[config.mk]
export PLATFORM = sky130hd
export DESIGN_NAME = step_pulse_symbol_encoder_core_flat
export DESIGN_NICKNAME = d
export VERILOG_FILES = /design/src/sv/spse_pkg.sv /design/src/sv/spse_req_if.sv /design/src/sv/spse_rsp_if.sv /design/src/sv/spse_ctrl.sv /design/src/sv/spse_datapath.sv /design/src/sv/step_pulse_symbol_encoder_core.sv /design/src/flat_wrapper.sv
export SDC_FILE = /design/constraint.sdc
export NUM_CORES = 1
export LEC_CHECK = 0
export BUFFER_PORTS_ARGS = -buffer_cell sky130_fd_sc_hd__buf_2
export CAP_MARGIN = 10
export CORE_AREA = 2 2 187 281
export CTS_CLUSTER_DIAMETER = 50
export DETAILED_ROUTE_END_ITERATION = 10
export DIE_AREA = 0 0 189 283
export PLACE_DENSITY = 0.47
export REMOVE_ABC_BUFFERS = 1
export SETUP_SLACK_MARGIN = 0.5
export SYNTH_ARGS = -nofsm -noshare
export SYNTH_HDL_FRONTEND = slang
export SYNTH_SLANG_ARGS = --single-unit
export TNS_END_PERCENT = 30
[constraint.sdc]
create_clock -name clock -period 4.8 [get_ports clock]
set_clock_uncertainty 0.15 [all_clocks]
set_input_delay 0.96 -clock clock [delete_from_list [all_inputs] [get_ports clock]]
set_output_delay 0.96 -clock clock [all_outputs]
set_load 0.1 [all_outputs]
[src/sv/spse_pkg.sv]
`timescale 1ns / 1ps

package spse_pkg;

   // block limits
   localparam int SYMBOL_CAP   = 48;
   localparam int DURATION_MAX = 32767;

   // field widths
   localparam int WORD_W     = 32;
   localparam int DUR_W      = 15;
   localparam int PULSE_W    = 15;
   localparam int MINP_W     = 16;
   localparam int BUDGET_W   = 6;
   localparam int TOTAL_W    = 6;
   localparam int CSR_DATA_W = 16;
   localparam int CSR_IDX_W  = 1;

   // counter widths derived from the symbol limit
   localparam int CNT_W = $clog2(SYMBOL_CAP + 1);
   localparam int PER_W = $clog2(SYMBOL_CAP + 2);

   // register indexes
   localparam logic [CSR_IDX_W-1:0] CSR_PULSE_TICKS = 1'b0;
   localparam logic [CSR_IDX_W-1:0] CSR_MIN_PERIOD  = 1'b1;

   typedef enum logic {
      KIND_SYMBOL = 1'b0,
      KIND_DONE   = 1'b1
   } kind_type;

   // controller to datapath
   typedef struct packed {
      logic load;
      logic prep;
      logic scan;
      logic start_step;
      logic emit_first;
      logic emit_mid;
      logic emit_done;
   } spse_cmd_type;

   // datapath to controller
   typedef struct packed {
      logic out_free;
      logic scan_more;
      logic step_ok;
      logic idle_small;
      logic idle_big;
   } spse_status_type;

   // one result beat
   typedef struct packed {
      kind_type             kind;
      logic                 first_level;
      logic [DUR_W-1:0]     first_duration;
      logic                 second_level;
      logic [DUR_W-1:0]     second_duration;
      logic [TOTAL_W-1:0]   total_symbols;
      logic [TOTAL_W-1:0]   steps_done;
      logic                 last;
   } spse_item_type;

endpackage

[src/sv/spse_req_if.sv]
`timescale 1ns / 1ps

interface spse_req_if;
   logic        valid;
   logic        ready;
   logic [31:0] step_period;
   logic [31:0] num_steps;
   logic [5:0]  symbol_budget;

   modport source (output valid, output step_period, output num_steps,
                   output symbol_budget, input ready);
   modport sink   (input valid, input step_period, input num_steps,
                   input symbol_budget, output ready);
endinterface

[src/sv/spse_rsp_if.sv]
`timescale 1ns / 1ps

interface spse_rsp_if;
   logic        valid;
   logic        ready;
   logic        kind;
   logic        first_level;
   logic [14:0] first_duration;
   logic        second_level;
   logic [14:0] second_duration;
   logic [5:0]  total_symbols;
   logic [5:0]  steps_done;
   logic        last;

   modport source (output valid, output kind, output first_level, output first_duration,
                   output second_level, output second_duration, output total_symbols,
                   output steps_done, output last, input ready);
   modport sink   (input valid, input kind, input first_level, input first_duration,
                   input second_level, input second_duration, input total_symbols,
                   input steps_done, input last, output ready);
endinterface

[src/sv/spse_ctrl.sv]
`timescale 1ns / 1ps

module spse_ctrl (
   input  logic                     clock,
   input  logic                     reset,
   input  logic                     req_valid,
   output logic                     req_ready,
   input  spse_pkg::spse_status_type status,
   output spse_pkg::spse_cmd_type    cmd
);
   import spse_pkg::*;

   typedef enum logic [6:0] {
      S_IDLE  = 7'b0000001,
      S_PREP  = 7'b0000010,
      S_SCAN  = 7'b0000100,
      S_STEP  = 7'b0001000,
      S_FIRST = 7'b0010000,
      S_MID   = 7'b0100000,
      S_DONE  = 7'b1000000
   } state_type;

   state_type state_ff;
   state_type state_in;

   assign req_ready = (state_ff == S_IDLE) && !reset;

   // next state and commands
   always_comb begin
      state_in = state_ff;
      cmd      = '0;
      case (state_ff)
         S_IDLE: begin
            if (req_valid && req_ready) begin
               cmd.load = 1'b1;
               state_in = S_PREP;
            end
         end
         S_PREP: begin
            cmd.prep = 1'b1;
            state_in = S_SCAN;
         end
         S_SCAN: begin
            if (status.scan_more) begin
               cmd.scan = 1'b1;
            end else begin
               state_in = S_STEP;
            end
         end
         S_STEP: begin
            if (status.step_ok) begin
               cmd.start_step = 1'b1;
               state_in       = S_FIRST;
            end else begin
               state_in = S_DONE;
            end
         end
         S_FIRST: begin
            if (status.out_free) begin
               cmd.emit_first = 1'b1;
               state_in       = status.idle_small ? S_STEP : S_MID;
            end
         end
         S_MID: begin
            if (status.out_free) begin
               cmd.emit_mid = 1'b1;
               state_in     = status.idle_big ? S_MID : S_STEP;
            end
         end
         S_DONE: begin
            if (status.out_free) begin
               cmd.emit_done = 1'b1;
               state_in      = S_IDLE;
            end
         end
         default: begin
            state_in = S_IDLE;
         end
      endcase
   end

   always_ff @(posedge clock) begin
      if (reset) begin
         state_ff <= S_IDLE;
      end else begin
         state_ff <= state_in;
      end
   end

endmodule

[src/sv/spse_datapath.sv]
`timescale 1ns / 1ps

module spse_datapath (
   input  logic                                 clock,
   input  logic                                 reset,
   input  logic                                 csr_wr_en,
   input  logic [spse_pkg::CSR_IDX_W-1:0]       csr_index,
   input  logic [spse_pkg::CSR_DATA_W-1:0]      csr_wdata,
   input  logic [spse_pkg::WORD_W-1:0]          step_period,
   input  logic [spse_pkg::WORD_W-1:0]          num_steps,
   input  logic [spse_pkg::BUDGET_W-1:0]        symbol_budget,
   input  spse_pkg::spse_cmd_type               cmd,
   output spse_pkg::spse_status_type            status,
   input  logic                                 rsp_ready,
   output logic                                 rsp_valid,
   output spse_pkg::spse_item_type              rsp_item
);
   import spse_pkg::*;

   localparam logic [WORD_W-1:0] DMAX_W     = WORD_W'(DURATION_MAX);
   localparam logic [WORD_W-1:0] TWO_DMAX_W = WORD_W'(2 * DURATION_MAX);
   localparam logic [DUR_W-1:0]  DMAX_D     = DUR_W'(DURATION_MAX);
   localparam logic [PER_W-1:0]  PER_SAT    = PER_W'(SYMBOL_CAP + 1);
   localparam logic [CNT_W-1:0]  MAX_CNT    = CNT_W'(SYMBOL_CAP);

   logic [PULSE_W-1:0] pulse_ff, pulse_in;
   logic [MINP_W-1:0]  min_period_ff, min_period_in;
   logic [WORD_W-1:0]  period_ff, period_in;
   logic [WORD_W-1:0]  idle_ff, idle_in;
   logic [WORD_W-1:0]  scan_ff, scan_in;
   logic [PER_W-1:0]   per_step_ff, per_step_in;
   logic [CNT_W-1:0]   budget_left_ff, budget_left_in;
   logic [WORD_W-1:0]  steps_left_ff, steps_left_in;
   logic [WORD_W-1:0]  idle_left_ff, idle_left_in;
   logic [CNT_W-1:0]   symbol_total_ff, symbol_total_in;
   logic [CNT_W-1:0]   step_total_ff, step_total_in;
   logic               rsp_valid_ff, rsp_valid_in;
   spse_item_type      item_ff, item_in;

   logic               out_free;
   logic [DUR_W-1:0]   pulse_sat;
   logic [WORD_W-1:0]  idle_calc;
   logic [WORD_W-1:0]  idle_minus_dmax;
   logic               idle_small;
   logic               idle_big;
   logic               emit_sym;

   assign out_free        = !rsp_valid_ff || rsp_ready;
   assign pulse_sat       = (pulse_ff > DMAX_D) ? DMAX_D : pulse_ff;
   assign idle_calc       = (period_ff > WORD_W'(pulse_ff)) ?
                            (period_ff - WORD_W'(pulse_ff)) : '0;
   assign idle_minus_dmax = idle_left_ff - DMAX_W;
   assign idle_small      = idle_left_ff <= DMAX_W;
   assign idle_big        = idle_left_ff > TWO_DMAX_W;
   assign emit_sym        = cmd.emit_first || cmd.emit_mid;

   // status back to the controller
   always_comb begin
      status.out_free   = out_free;
      status.scan_more  = (scan_ff > DMAX_W) && (per_step_ff < PER_SAT);
      status.step_ok    = (steps_left_ff != '0) && (per_step_ff <= PER_W'(budget_left_ff));
      status.idle_small = idle_small;
      status.idle_big   = idle_big;
   end

   // configuration writes
   always_comb begin
      pulse_in      = pulse_ff;
      min_period_in = min_period_ff;
      if (csr_wr_en) begin
         case (csr_index)
            CSR_PULSE_TICKS: pulse_in      = csr_wdata[PULSE_W-1:0];
            CSR_MIN_PERIOD:  min_period_in = csr_wdata[MINP_W-1:0];
            default: begin
               pulse_in = pulse_ff;
            end
         endcase
      end
   end

   // batch setup and symbol count of one step
   always_comb begin
      period_in      = period_ff;
      idle_in        = idle_ff;
      scan_in        = scan_ff;
      per_step_in    = per_step_ff;
      budget_left_in = budget_left_ff;
      steps_left_in  = steps_left_ff;
      step_total_in  = step_total_ff;
      if (cmd.load) begin
         period_in      = (step_period < WORD_W'(min_period_ff)) ?
                          WORD_W'(min_period_ff) : step_period;
         budget_left_in = (CNT_W'(symbol_budget) > MAX_CNT) ? MAX_CNT : CNT_W'(symbol_budget);
         steps_left_in  = num_steps;
         step_total_in  = '0;
      end
      if (cmd.prep) begin
         idle_in     = idle_calc;
         scan_in     = idle_calc;
         per_step_in = PER_W'(1);
      end
      // each pass past the first symbol covers two more full halves
      if (cmd.scan) begin
         scan_in     = (scan_ff > TWO_DMAX_W) ? (scan_ff - TWO_DMAX_W) : '0;
         per_step_in = per_step_ff + PER_W'(1);
      end
      if (cmd.start_step) begin
         steps_left_in = steps_left_ff - WORD_W'(1);
         step_total_in = step_total_ff + CNT_W'(1);
      end
      if (emit_sym) begin
         budget_left_in = budget_left_ff - CNT_W'(1);
      end
   end

   // symbol and done beat generation into the output register
   always_comb begin
      idle_left_in    = idle_left_ff;
      symbol_total_in = symbol_total_ff;
      item_in         = item_ff;
      rsp_valid_in    = rsp_valid_ff && !rsp_ready;
      if (cmd.load) begin
         symbol_total_in = '0;
      end
      if (cmd.start_step) begin
         idle_left_in = idle_ff;
      end
      if (emit_sym) begin
         symbol_total_in       = symbol_total_ff + CNT_W'(1);
         item_in.kind          = KIND_SYMBOL;
         item_in.second_level  = 1'b0;
         item_in.total_symbols = TOTAL_W'(symbol_total_in);
         item_in.steps_done    = TOTAL_W'(step_total_ff);
         item_in.last          = 1'b0;
         rsp_valid_in          = 1'b1;
      end
      // pulse half and the head of the idle time
      if (cmd.emit_first) begin
         item_in.first_level    = 1'b1;
         item_in.first_duration = pulse_sat;
         if (idle_small) begin
            item_in.second_duration = idle_left_ff[DUR_W-1:0];
            idle_left_in            = '0;
         end else begin
            item_in.second_duration = DMAX_D;
            idle_left_in            = idle_minus_dmax;
         end
      end
      // all-low filler or closing fragment
      if (cmd.emit_mid) begin
         item_in.first_level = 1'b0;
         if (idle_big) begin
            item_in.first_duration  = DMAX_D;
            item_in.second_duration = DMAX_D;
            idle_left_in            = idle_left_ff - TWO_DMAX_W;
         end else if (idle_small) begin
            item_in.first_duration  = idle_left_ff[DUR_W-1:0];
            item_in.second_duration = '0;
            idle_left_in            = '0;
         end else begin
            item_in.first_duration  = DMAX_D;
            item_in.second_duration = idle_minus_dmax[DUR_W-1:0];
            idle_left_in            = '0;
         end
      end
      if (cmd.emit_done) begin
         item_in.kind            = KIND_DONE;
         item_in.first_level     = 1'b0;
         item_in.first_duration  = '0;
         item_in.second_level    = 1'b0;
         item_in.second_duration = '0;
         item_in.total_symbols   = TOTAL_W'(symbol_total_ff);
         item_in.steps_done      = TOTAL_W'(step_total_ff);
         item_in.last            = 1'b1;
         rsp_valid_in            = 1'b1;
      end
   end

   // control registers
   always_ff @(posedge clock) begin
      if (reset) begin
         pulse_ff        <= PULSE_W'(4);
         min_period_ff   <= MINP_W'(8);
         rsp_valid_ff    <= 1'b0;
         budget_left_ff  <= '0;
         steps_left_ff   <= '0;
         idle_left_ff    <= '0;
         symbol_total_ff <= '0;
         step_total_ff   <= '0;
         per_step_ff     <= '0;
      end else begin
         pulse_ff        <= pulse_in;
         min_period_ff   <= min_period_in;
         rsp_valid_ff    <= rsp_valid_in;
         budget_left_ff  <= budget_left_in;
         steps_left_ff   <= steps_left_in;
         idle_left_ff    <= idle_left_in;
         symbol_total_ff <= symbol_total_in;
         step_total_ff   <= step_total_in;
         per_step_ff     <= per_step_in;
      end
   end

   // payload registers
   always_ff @(posedge clock) begin
      period_ff <= period_in;
      idle_ff   <= idle_in;
      scan_ff   <= scan_in;
      item_ff   <= item_in;
   end

   assign rsp_valid = rsp_valid_ff;
   assign rsp_item  = item_ff;

endmodule

[src/sv/step_pulse_symbol_encoder_core.sv]
`timescale 1ns / 1ps

// Step pulse symbol encoder. Each request beat is one batch (step period, step count,
// symbol budget); the block answers with the batch's two-half pulse-train symbols, one
// response beat per symbol, followed by one done beat carrying the totals. Steps whose
// symbols no longer fit the budget are dropped. Before the steps are encoded, a setup
// loop counts the symbols of one step; each step is then checked against the steps and
// budget left, and the output register moves one symbol per cycle within a step while
// the sink is ready. The next request is taken once the done beat sits in the output
// register. The pulse length and minimum period registers are to be written over the
// csr port only while no batch is in progress; the block itself does not enforce this.
module step_pulse_symbol_encoder_core (
   input  logic                              clock,
   input  logic                              reset,
   input  logic                              csr_wr_en,
   input  logic [spse_pkg::CSR_IDX_W-1:0]    csr_index,
   input  logic [spse_pkg::CSR_DATA_W-1:0]   csr_wdata,
   spse_req_if.sink                          req_bus,
   spse_rsp_if.source                        rsp_bus
);
   import spse_pkg::*;

   spse_cmd_type    cmd;
   spse_status_type status;
   spse_item_type   rsp_item;
   logic            rsp_valid;
   logic            req_ready;

   spse_ctrl u_ctrl (
      .clock     (clock),
      .reset     (reset),
      .req_valid (req_bus.valid),
      .req_ready (req_ready),
      .status    (status),
      .cmd       (cmd)
   );

   spse_datapath u_datapath (
      .clock         (clock),
      .reset         (reset),
      .csr_wr_en     (csr_wr_en),
      .csr_index     (csr_index),
      .csr_wdata     (csr_wdata),
      .step_period   (req_bus.step_period),
      .num_steps     (req_bus.num_steps),
      .symbol_budget (req_bus.symbol_budget),
      .cmd           (cmd),
      .status        (status),
      .rsp_ready     (rsp_bus.ready),
      .rsp_valid     (rsp_valid),
      .rsp_item      (rsp_item)
   );

   // port hookup
   assign req_bus.ready           = req_ready;
   assign rsp_bus.valid           = rsp_valid;
   assign rsp_bus.kind            = rsp_item.kind;
   assign rsp_bus.first_level     = rsp_item.first_level;
   assign rsp_bus.first_duration  = rsp_item.first_duration;
   assign rsp_bus.second_level    = rsp_item.second_level;
   assign rsp_bus.second_duration = rsp_item.second_duration;
   assign rsp_bus.total_symbols   = rsp_item.total_symbols;
   assign rsp_bus.steps_done      = rsp_item.steps_done;
   assign rsp_bus.last            = rsp_item.last;

endmodule

[src/flat_wrapper.sv]
// flat-port wrapper written by rule: the top's interface ports become plain ports
module step_pulse_symbol_encoder_core_flat import spse_pkg::*;
  (clock, reset, csr_wr_en, csr_index, csr_wdata, req_bus_valid, req_bus_step_period, req_bus_num_steps, req_bus_symbol_budget, req_bus_ready, rsp_bus_valid, rsp_bus_kind, rsp_bus_first_level, rsp_bus_first_duration, rsp_bus_second_level, rsp_bus_second_duration, rsp_bus_total_symbols, rsp_bus_steps_done, rsp_bus_last, rsp_bus_ready);
  spse_req_if req_bus_i ();
  spse_rsp_if rsp_bus_i ();
  input  logic clock;
  input  logic reset;
  input  logic csr_wr_en;
  input  logic [spse_pkg::CSR_IDX_W-1:0] csr_index;
  input  logic [spse_pkg::CSR_DATA_W-1:0] csr_wdata;
  input wire logic [$bits(req_bus_i.valid)-1:0] req_bus_valid;
  input wire logic [$bits(req_bus_i.step_period)-1:0] req_bus_step_period;
  input wire logic [$bits(req_bus_i.num_steps)-1:0] req_bus_num_steps;
  input wire logic [$bits(req_bus_i.symbol_budget)-1:0] req_bus_symbol_budget;
  output wire logic [$bits(req_bus_i.ready)-1:0] req_bus_ready;
  output wire logic [$bits(rsp_bus_i.valid)-1:0] rsp_bus_valid;
  output wire logic [$bits(rsp_bus_i.kind)-1:0] rsp_bus_kind;
  output wire logic [$bits(rsp_bus_i.first_level)-1:0] rsp_bus_first_level;
  output wire logic [$bits(rsp_bus_i.first_duration)-1:0] rsp_bus_first_duration;
  output wire logic [$bits(rsp_bus_i.second_level)-1:0] rsp_bus_second_level;
  output wire logic [$bits(rsp_bus_i.second_duration)-1:0] rsp_bus_second_duration;
  output wire logic [$bits(rsp_bus_i.total_symbols)-1:0] rsp_bus_total_symbols;
  output wire logic [$bits(rsp_bus_i.steps_done)-1:0] rsp_bus_steps_done;
  output wire logic [$bits(rsp_bus_i.last)-1:0] rsp_bus_last;
  input wire logic [$bits(rsp_bus_i.ready)-1:0] rsp_bus_ready;
  assign req_bus_i.valid = req_bus_valid;
  assign req_bus_i.step_period = req_bus_step_period;
  assign req_bus_i.num_steps = req_bus_num_steps;
  assign req_bus_i.symbol_budget = req_bus_symbol_budget;
  assign req_bus_ready = req_bus_i.ready;
  assign rsp_bus_valid = rsp_bus_i.valid;
  assign rsp_bus_kind = rsp_bus_i.kind;
  assign rsp_bus_first_level = rsp_bus_i.first_level;
  assign rsp_bus_first_duration = rsp_bus_i.first_duration;
  assign rsp_bus_second_level = rsp_bus_i.second_level;
  assign rsp_bus_second_duration = rsp_bus_i.second_duration;
  assign rsp_bus_total_symbols = rsp_bus_i.total_symbols;
  assign rsp_bus_steps_done = rsp_bus_i.steps_done;
  assign rsp_bus_last = rsp_bus_i.last;
  assign rsp_bus_i.ready = rsp_bus_ready;
  step_pulse_symbol_encoder_core u_core (.clock(clock), .reset(reset), .csr_wr_en(csr_wr_en), .csr_index(csr_index), .csr_wdata(csr_wdata), .req_bus(req_bus_i), .rsp_bus(rsp_bus_i));
endmodule
# After elaboration in Yosys (flattened, before gate mapping)
# Cells that the tools add are included.
# op_classes
addsub,9
order_cmp,10
eq_ne,12
mux,53
bitwise,1
reduce_logical,21
# ops
op,n
$mux 32,11
$mux 15,9
$gt 32x16->1 const B,2
$sub 32x16->32 const B,2
$mux 6,10
$pmux 7 s7,1
$mux 7,6
$gt 32x15->1,1
$gt 32x15->1 const B,1
$le 32x15->1 const B,1
$lt 32x16->1,1
$reduce_bool 32->1,1
$sub 32x1->32 const B,1
$sub 32x15->32,1
$sub 32x15->32 const B,1
$mux 13,2
$add 6x1->6 const B,3
$mux 16,1
$gt 15x15->1 const B,1
$mux 1,13
$reduce_bool 2->1,5
$ne 2x2->1 const B,4
$eq 7x1->1 const B,1
$eq 7x2->1 const B,1
18 further kinds,26
# totals
register_bits,267

# Logic depth before layout (Yosys ltp)
# Gate-level depths: netlist of run 1.
# logic_depth
depth_word,7
ltp_mapped,11
depth_no_buf,10

# Modules after synthesis
# From an unflattened synthesis of run 1, not the netlist that was laid out.
# hier_totals
hier_cells,1765
hier_area_um2,15288.4
# by_module_without_submodules
module,n_inst,cells_each,area_per_inst_um2
spse_datapath,1,1702,14775.4
spse_ctrl,1,63,513.0

# Least setup slack after synthesis of run 1
# No wires, ideal clock.
# synth_timing
kind,in2out
startpoint,input port reset
endpoint,output port req_bus_ready
arrival_ps,2833
slack_ps,857
path_stages,4
path_cell_list,clkbuf_1 clkbuf_1 clkbuf_1 nor2_1
# synth_between
elab_chain_cells,2
# synth_lines
item,line,source
from (decl),flat_wrapper.sv:7,input logic reset;
$logic_not 1->1,spse_ctrl.sv:26,assign req_ready = (state_ff == S_IDLE) && !reset;
$logic_and 1x1->1,spse_ctrl.sv:26,
to (decl),flat_wrapper.sv:15,output wire logic [$bits(req_bus_i.ready)-1:0] req_bus_ready;
# No other way between the ends.

# Final worst setup path of run 1
# layout_timing
startpoint,register u_core.u_datapath.idle_left_ff[18]
endpoint,register u_core.u_datapath.idle_left_ff[28]
# layout_between
elab_chain_cells,4
elab_cells_between_ends,8
cone_classes,2 x add/sub; 2 x order compare; 4 x mux
# layout_lines
item,line,source
from (decl),spse_datapath.sv:34,"logic [WORD_W-1:0] idle_left_ff, idle_left_in;"
from (signal assigned),spse_datapath.sv:197,idle_left_ff <= idle_left_in;
$sub 32x15->32 or $le 32x15->1 (tied branches),"spse_datapath.sv:52, spse_datapath.sv:53",
$mux 32,spse_datapath.sv:141,if (idle_small) begin
$mux 32,spse_datapath.sv:138,if (cmd.emit_first) begin
$mux 32 (*),spse_datapath.sv:150,if (cmd.emit_mid) begin
# Every way passes the cells marked *; elsewhere a longest branch is shown, timed or not.
# A chain may end at the register's enable or synchronous reset.

==> results of run 1 <==
==> registers in the layout, indices dropped and copies added (netlist names) <==
signal,flops
u_core.u_datapath.per_step_ff,6
u_core.u_datapath.rsp_valid,1
u_core.u_datapath.min_period_ff,16
u_core.u_datapath.step_total_ff,6
u_core.u_datapath.budget_left_ff,6
u_core.u_datapath.idle_ff,32
u_core.u_ctrl.state_ff,7
u_core.u_datapath.idle_left_ff,32
u_core.u_datapath.steps_left_ff,32
u_core.u_datapath.pulse_ff,15
u_core.u_datapath.rsp_item,44
u_core.u_datapath.period_ff,32
u_core.u_datapath.symbol_total_ff,6
u_core.u_datapath.scan_ff,32
==> power breakdown <==
part	internal (uW)	total (uW)	switching, uW	leakage (uW)
combinational	214	572	358	0.00353
sequential	2440	2490	48.1	0.00228
clock	1710	2800	1090	0.000606
==> how the worst max path moves through the flow <==
| stage | start | to | slack [ns] | cells past startpoint |
|---|---|---|---|---|
| final | u_core.u_datapath.idle_left_ff[18]$_SDFFE_PP0P_ | u_core.u_datapath.idle_left_ff[28]$_SDFFE_PP0P_ | 1.19 | 7 |
| after global routing | u_core.u_datapath.idle_left_ff[18]$_SDFFE_PP0P_ | u_core.u_datapath.idle_left_ff[28]$_SDFFE_PP0P_ | 0.96 | 7 |
| after CTS | u_core.u_datapath.idle_left_ff[18]$_SDFFE_PP0P_ | u_core.u_datapath.idle_left_ff[28]$_SDFFE_PP0P_ | 1.21 | 7 |
| after detailed placement | u_core.u_datapath.idle_left_ff[18]$_SDFFE_PP0P_ | u_core.u_datapath.idle_left_ff[28]$_SDFFE_PP0P_ | 1.22 | 7 |
| after global placement | rsp_bus_ready | u_core.u_datapath.rsp_item[36]$_SDFFE_PP0N_ | 1.26 | 8 |
| after floorplan | u_core.u_datapath.period_ff[24]$_SDFFCE_PN0P_ | u_core.u_datapath.scan_ff[11]$_DFFE_PP_ | -2.26 | 6 |
==> routing by layer <==
layer | global-route usage (%) | vias up
met5 | 0 | -
met4 | 7.930 | 0
met3 | 2.292 | 97
met2 | 32.87 | 350
met1 | 20.18 | 6451
li1 | - | 6529
==> layout make-up <==
| cell class | count | area (sq um) |
|---|---|---|
| Fill cell | 5374 | 33510 |
| Multi-Input combinational cell | 1279 | 7956 |
| Sequential cell | 267 | 6426 |
| Clock buffer | 49 | 1085 |
| Timing Repair Buffer | 168 | 930.9 |
| Tap cell | 676 | 845.8 |
| Inverter | 66 | 247.7 |
| Clock inverter | 18 | 170.2 |
==> cell families after synthesis <==
logic type / Yosys count / share of synthesized area, %
xor+xnor: 81 / 4.679
flops: 267 / 42.39
fa+ha+maj: 48 / 4.011
buf+inv: 193 / 5.381
other cells: 1 / 0.02473
mux: 16 / 1.188
compound gates: 463 / 20.43
simple gates: 670 / 21.90
==> critical path, stage by stage (launching register included) <==
cell and delay [ns]:
dfxtp_1 0.37, or4_4 0.59, nor4_1 0.58, nand3_1 0.45
nand2_1 0.77, a21oi_1 0.08, o311ai_0 0.35, o31ai_1 0.12
==> synth_stat cells (15+ instances only) <==
master and n:
a211oi_1 19, a21o_1 18, a21oi_1 111, a31oi_1 20, and2_1 18, and3_1 15, buf_2 15, clkbuf_1 100
dfxtp_1 159, edfxtp_1 108, ha_1 47, inv_1 66, mux2_2 16, nand2_1 210, nand2b_1 21, nand3_1 39
nand4_1 23, nor2_1 155, nor3_1 48, nor4_1 36, o21ai_0 83, o221ai_1 18, o22ai_1 33, or3_1 19
or4_1 24, xnor2_1 44, xor2_1 37
==> per-stage QoR <==
stage | cells | instance area, sq um | worst slack [ns] | total power (uW) | util [%]
finish | 2523 | 17660 | 1.190 | 5861 | 34.51
global route | 2523 | 17660 | 0.9594 | 6109 | 34.51
CTS | 2523 | 17660 | 1.205 | 5962 | 34.51
detailed placement | 2456 | 16410 | 1.218 | 3115 | 32.06
global placement | 2456 | 16410 | 1.259 | 3104 | 32.06
floorplan | 1612 | 14590 | -2.256 | 2895 | -
==> out/qor.yml, run 1 <==
clock_network:
  ctsResizeCount: 0
  post_cts_buffers: 0
  cts_tree: "built"
  clock-sinks: 267
  clk_path_buf_depth: 3
  cts-hold-fix-buffers: 0
  cts_made_buffers: 37
  clockRootBuffer: "clkbuf_16"
  clk_latency_ns: 0.55
  cts.reportedPaths.clkPinSlew_ns: 0.06
  htreeDepth: 2
global_routing:
  grt_pass1_wl_um: 76090
  antenna_found_initial: 0
  grt_usage_pct: 17.80
  globalRouteOverflowTotal: 0
  grt_start_max_net_pins: 58
  grt_pass1_vias: 13740
drt:
  met3_length_um: 1906
  drc: 0
  vias_per_cell: 5.322
  postRouteAntennaNets: 0
  post_drt_wl_per_cell_um: 19.13
  dr.max_layer_used: "met4"
  firstDrtPassIters: 7
  wl_um: 48260
  vias: 13430
  drtIter0Drc: 898
  met1_length_um: 19590
  wl_met2_um: 25040
synth:
  ys_types: 88
  yosys.area.top_type: "edfxtp_1"
  syn_area_sq_um: 15160
  ys_seq_area_share_pct: 42.39
  ys_seq_elements: 267
  synth_area_per_cell_sq_um: 8.718
  ys.flop_type: "dfxtp_1"
  synthDominantCellAreaShare_pct: 21.39
  synth.area.top_cells: "edfxtp_1, dfxtp_1, nand2_1, ha_1, nor2_1"
  synth_cells: 1739
  async_reset_ff_share_pct: 0
  synth_warnings: 0
  synth_edf_count: 108
worst_setup_path:
  required_ns: 5.05
  ff2ff_setup_slack_ns: 1.19
  crit_fanout: 20
  crit_type: "reg -> reg"
  worstPathArrival_ns: 3.86
  endpoint_kind: "flop"
  timing.rr.end: "u_core.u_datapath.idle_left_ff[28]$_SDFFE_PP0P_"
  critPathLaunchType: "flop"
  r2r_cells: 7
  worstReg2RegStart: "u_core.u_datapath.idle_left_ff[18]$_SDFFE_PP0P_"
sta:
  rsz0062_at_grt: "no"
  slew_violations: 0
  max-slew-margin-rel_pct: 19.99
  setup_viol: 0
  fin_crit_sh_pct: 75.22
  max_freq_mhz: 277.0
  hold_viol: 0
  fin_crit_ns: 3.610
  fin_setup_tns_ns: 0
  worst_slew_pin_slew_ns: 1.190
  fin_hold_ws_ns: 0.2845
die:
  dieArea_sq_um: 53490
  die_h_um: 283
  start_util_pct: 29.62
  core_area_sq_um: 51180
  rows: 102
  io_pins: 140
  die_x_um: 189
worst_hold_path:
  hold_path_depth: 2
  hold_class: "reg -> reg"
  hold_start: "u_core.u_datapath.rsp_item[29]$_SDFFE_PP0N_"
  hold_end: "u_core.u_datapath.rsp_item[29]$_SDFFE_PP0N_"
power_and_ir_drop:
  powerDensity_nw_per_um2: 331.9
  ir_worst_vdd_mv: 0.2786
  leakagePower_uw: 0.006410
final_layout:
  num_antenna_cells: 0
  drive_above_1_share_pct: 16.89
  final_common_cell: "nand2_1"
  mostFrequentLayoutCells: "nand2_1, dfxtp_1, nor2_1, buf_2, a21oi_1"
  syn2layout_area_growth_pct: 16.50
  nNetsFinal: 1959
job:
  drv_cap: 0
placement:
  io_buffers: 138
  finalWeightedCongestion: 0.9169
  dp_hpwl_um: 35250
run_status:
  status: "completed"
(Power assumes the default switching activity.)
==> run 2, diff against run 1 <==
--- a/config.mk
+++ b/config.mk
@@ -11,7 +11,7 @@
 export CTS_CLUSTER_DIAMETER = 50
 export DETAILED_ROUTE_END_ITERATION = 10
 export DIE_AREA = 0 0 189 283
-export PLACE_DENSITY = 0.47
+export PLACE_DENSITY = 0.48
 export REMOVE_ABC_BUFFERS = 1
 export SETUP_SLACK_MARGIN = 0.5
 export SYNTH_ARGS = -nofsm -noshare
==> constraint.sdc (replaced) <==
create_clock -name clock -period 3 [get_ports clock]
set_clock_uncertainty 0.15 [all_clocks]
set_input_delay 0.6 -clock clock [delete_from_list [all_inputs] [get_ports clock]]
set_output_delay 0.6 -clock clock [all_outputs]
set_load 0.1 [all_outputs]
==> out/qor.yml, run 2 (synthesis gave the netlist of run 1 again) <==
run_status:
  status: "completed"  # unchanged
die:
  core_area_sq_um: 51180  # unchanged
  start_util_pct: 29.62  # unchanged
  dieArea_sq_um: 53490  # unchanged
  die_x_um: 189  # unchanged
  rows: 102  # unchanged
  die_h_um: 283  # unchanged
  io_pins: 140  # unchanged
clock_network:
  clock-sinks: 267  # unchanged
  htreeDepth: 2  # unchanged
  cts_tree: "built"  # unchanged
  clockRootBuffer: "clkbuf_16"  # unchanged
  clk_path_buf_depth: 3  # unchanged
  cts_made_buffers: 37  # unchanged
  cts-hold-fix-buffers: 0  # unchanged
  clk_latency_ns: 0.53  # was 0.55 ns
  cts.reportedPaths.clkPinSlew_ns: 0.06  # about the same
global_routing:
  gr-max-usage-layer: "met2"  # unchanged
  grt_use_met1_pct: 20.87  # was 20.18%
  grt_usage_pct: 18.93  # was 17.80%
  grt_pass1_wl_um: 80790  # was 76090 um
  grt_start_max_net_pins: 66  # was 58
  grt_pass1_vias: 14570  # was 13740
  globalRouteOverflowTotal: 0  # unchanged
  met2_usage_pct: 35.99  # was 32.87%
  antenna_found_initial: 0  # unchanged
  use_met3_pct: 2.366  # was 2.292%
drt:
  post_drt_wl_per_cell_um: 19.40  # was 19.13 um
  vias_per_cell: 5.305  # was 5.322
  wl_um: 52980  # was 48260 um
  firstDrtPassIters: 5  # was 7
  vias: 14490  # was 13430
  postRouteAntennaNets: 0  # unchanged
  drc: 0  # unchanged
  drtIter0Drc: 694  # was 898
power_and_ir_drop:
  p_sw_uw: 2587  # was 1494 uW
  leakagePower_uw: 0.008101  # was 0.006410 uW
  p_clk_share_pct: 45.3  # was 47.7%
  combPwrFrac_pct: 13.9  # was 9.8%
  seqPwrFrac_pct: 40.8  # was 42.5%
  ir_worst_vdd_mv: 0.3312  # was 0.2786 mV
  powerDensity_nw_per_um2: 447.3  # was 331.9 nW/um^2
  swShare_pct: 26.42  # was 25.48%
  power.internal_uw: 7204  # was 4368 uW
  p_total_uw: 9791  # was 5861 uW
final_layout:
  final_common_cell: "nand2_1"  # unchanged
  num_antenna_cells: 0  # unchanged
  drive_above_1_share_pct: 38.73  # was 16.89%
  syn2layout_area_growth_pct: 44.37  # was 16.50%
  mostFrequentLayoutCells: "nand2_1, buf_4, buf_2, dfxtp_1, nor2_1"  # was nand2_1, dfxtp_1, nor2_1, buf_2, a21oi_1
  register_area_sq_um: 6464  # was 6426 sq um
  nNetsFinal: 2166  # was 1959
  multiInputGateArea_sq_um: 9941  # was 7956 sq um
  largest_reg_flops: 44  # unchanged
  nFillCells: 4976  # was 5374
  design_area_sq_um: 21890  # was 17660 sq um
placement:
  finalWeightedCongestion: 0.8879  # was 0.9169
  dp_hpwl_um: 36700  # was 35250 um
  io_buffers: 138  # unchanged
  post_dp_cell_area_sq_um: 17590  # was 16410 sq um
worst_setup_path:
  critPathLaunchType: "flop"  # unchanged
  worstPathArrival_ns: 3.10  # was 3.86 ns
  required_ns: 3.12  # was 5.05 ns
  worstSetupStartpoint: "u_core.u_datapath.period_ff[14]$_DFFE_PP_"  # was u_core.u_datapath.idle_left_ff[18]$_SDFFE_PP0P_
  crit_fanout: 6  # was 20
  crit_type: "reg -> reg"  # unchanged
  endpoint_kind: "flop"  # unchanged
  worstReg2RegStart: "u_core.u_datapath.period_ff[14]$_DFFE_PP_"  # was u_core.u_datapath.idle_left_ff[18]$_SDFFE_PP0P_
sta:
  setup_viol: 0  # unchanged
  max-slew-margin-rel_pct: 40.92  # was 19.99%
  worst_slew_pin_slew_ns: 0.8862  # was 1.190 ns
  slew_violations: 0  # unchanged
  max_freq_mhz: 336.1  # was 277.0 MHz
  hold_viol: 0  # unchanged
  fin_crit_sh_pct: 99.17  # was 75.22%
  fin_hold_ws_ns: 0.1153  # was 0.2845 ns
  rsz0062_at_grt: "yes"  # was no
  fin_crit_ns: 2.975  # was 3.610 ns
worst_hold_path:
  hold_class: "in -> reg"  # was reg -> reg
  hold_start: "req_bus_step_period[29]"  # was u_core.u_datapath.rsp_item[29]$_SDFFE_PP0N_
job:
  drv_cap: 0  # unchanged
==> run 2: changes by cell type in the layout (fill, tap and decap cells not counted), sizes merged <==
cell | previous run | this run
and3 | 16 | 17
buf | 168 | 370
bufinv | 2 | 3
clkbuf | 49 | 48
clkinv | 7 | 13
clkinvlp | 5 | 1
inv | 70 | 72
nand3 | 40 | 41
==> run 2: metrics by stage <==
stage | instances | setup slack, ns | utilization (%) | TNS, ns
after global routing | 2731 | -0.03803 | 42.77 | -0.3527
after detailed placement | 2595 | -0.1526 | 34.38 | -4.816
final | 2731 | 0.02477 | 42.77 | 0
after global placement | 2595 | -0.07430 | 34.38 | -2.506
after floorplan | 1612 | -4.056 | - | -351.66
after CTS | 2707 | 0.05556 | 39.11 | 0
==> run 2: layout make-up <==
class | instances | area share, %
sequential | 267 | 29.53
multi-input combinational | 1281 | 45.42
clock buffer | 45 | 4.608
clock inverter | 23 | 1.046
tap | 676 | 3.864
timing repair buffer | 373 | 14.40
inverter | 66 | 1.132
==> run 2: path summary, 6_finish.rpt <==
check,slack (ns),depth (start not counted),to
setup / recovery,0.02,9,u_core.u_datapath.scan_ff[27]$_DFFE_PP_
hold / removal,0.12,1,u_core.u_datapath.period_ff[29]$_SDFFCE_PN0P_
setup reg to reg,0.02,9,u_core.u_datapath.scan_ff[27]$_DFFE_PP_
hold reg to reg,0.29,2,u_core.u_datapath.rsp_item[15]$_SDFFE_PP0N_
==> run 2: worst max-delay path, cell delays in order, from the launching register on <==
cell       delay (ns)
edfxtp_1         0.41
ha_4             0.29
nand4b_1         0.28
or4_4            0.55
a2111oi_4        0.39
buf_6            0.16
or2_4            0.16
buf_6            0.11
buf_12           0.12
o22ai_1          0.08
==> run 2: per-layer routing <==
layer	wire, um	up-vias	part of all wire [%]
met5	0	-	0
met4	2240	0	4.2
met3	2025	119	3.8
met2	28530	391	54
met1	20180	7009	38
li1	-	6968	-
==> run 2: power groups by stage <==
stage	combinational (uW)	sequential [uW]	clock [uW]
global placement	1020	4050	0
global route	1490	4000	4680
CTS	1180	3980	4550
detailed placement	1030	4050	0
finish	1360	3990	4430
floorplan	591	4040	0
==> run 2: timing repair <==
item	in CTS	in global routing
setup buffers	32	22
gates cloned	12	2
resized for setup	129	383
pin swaps	42	207
endpoints found under the setup margin	223	228
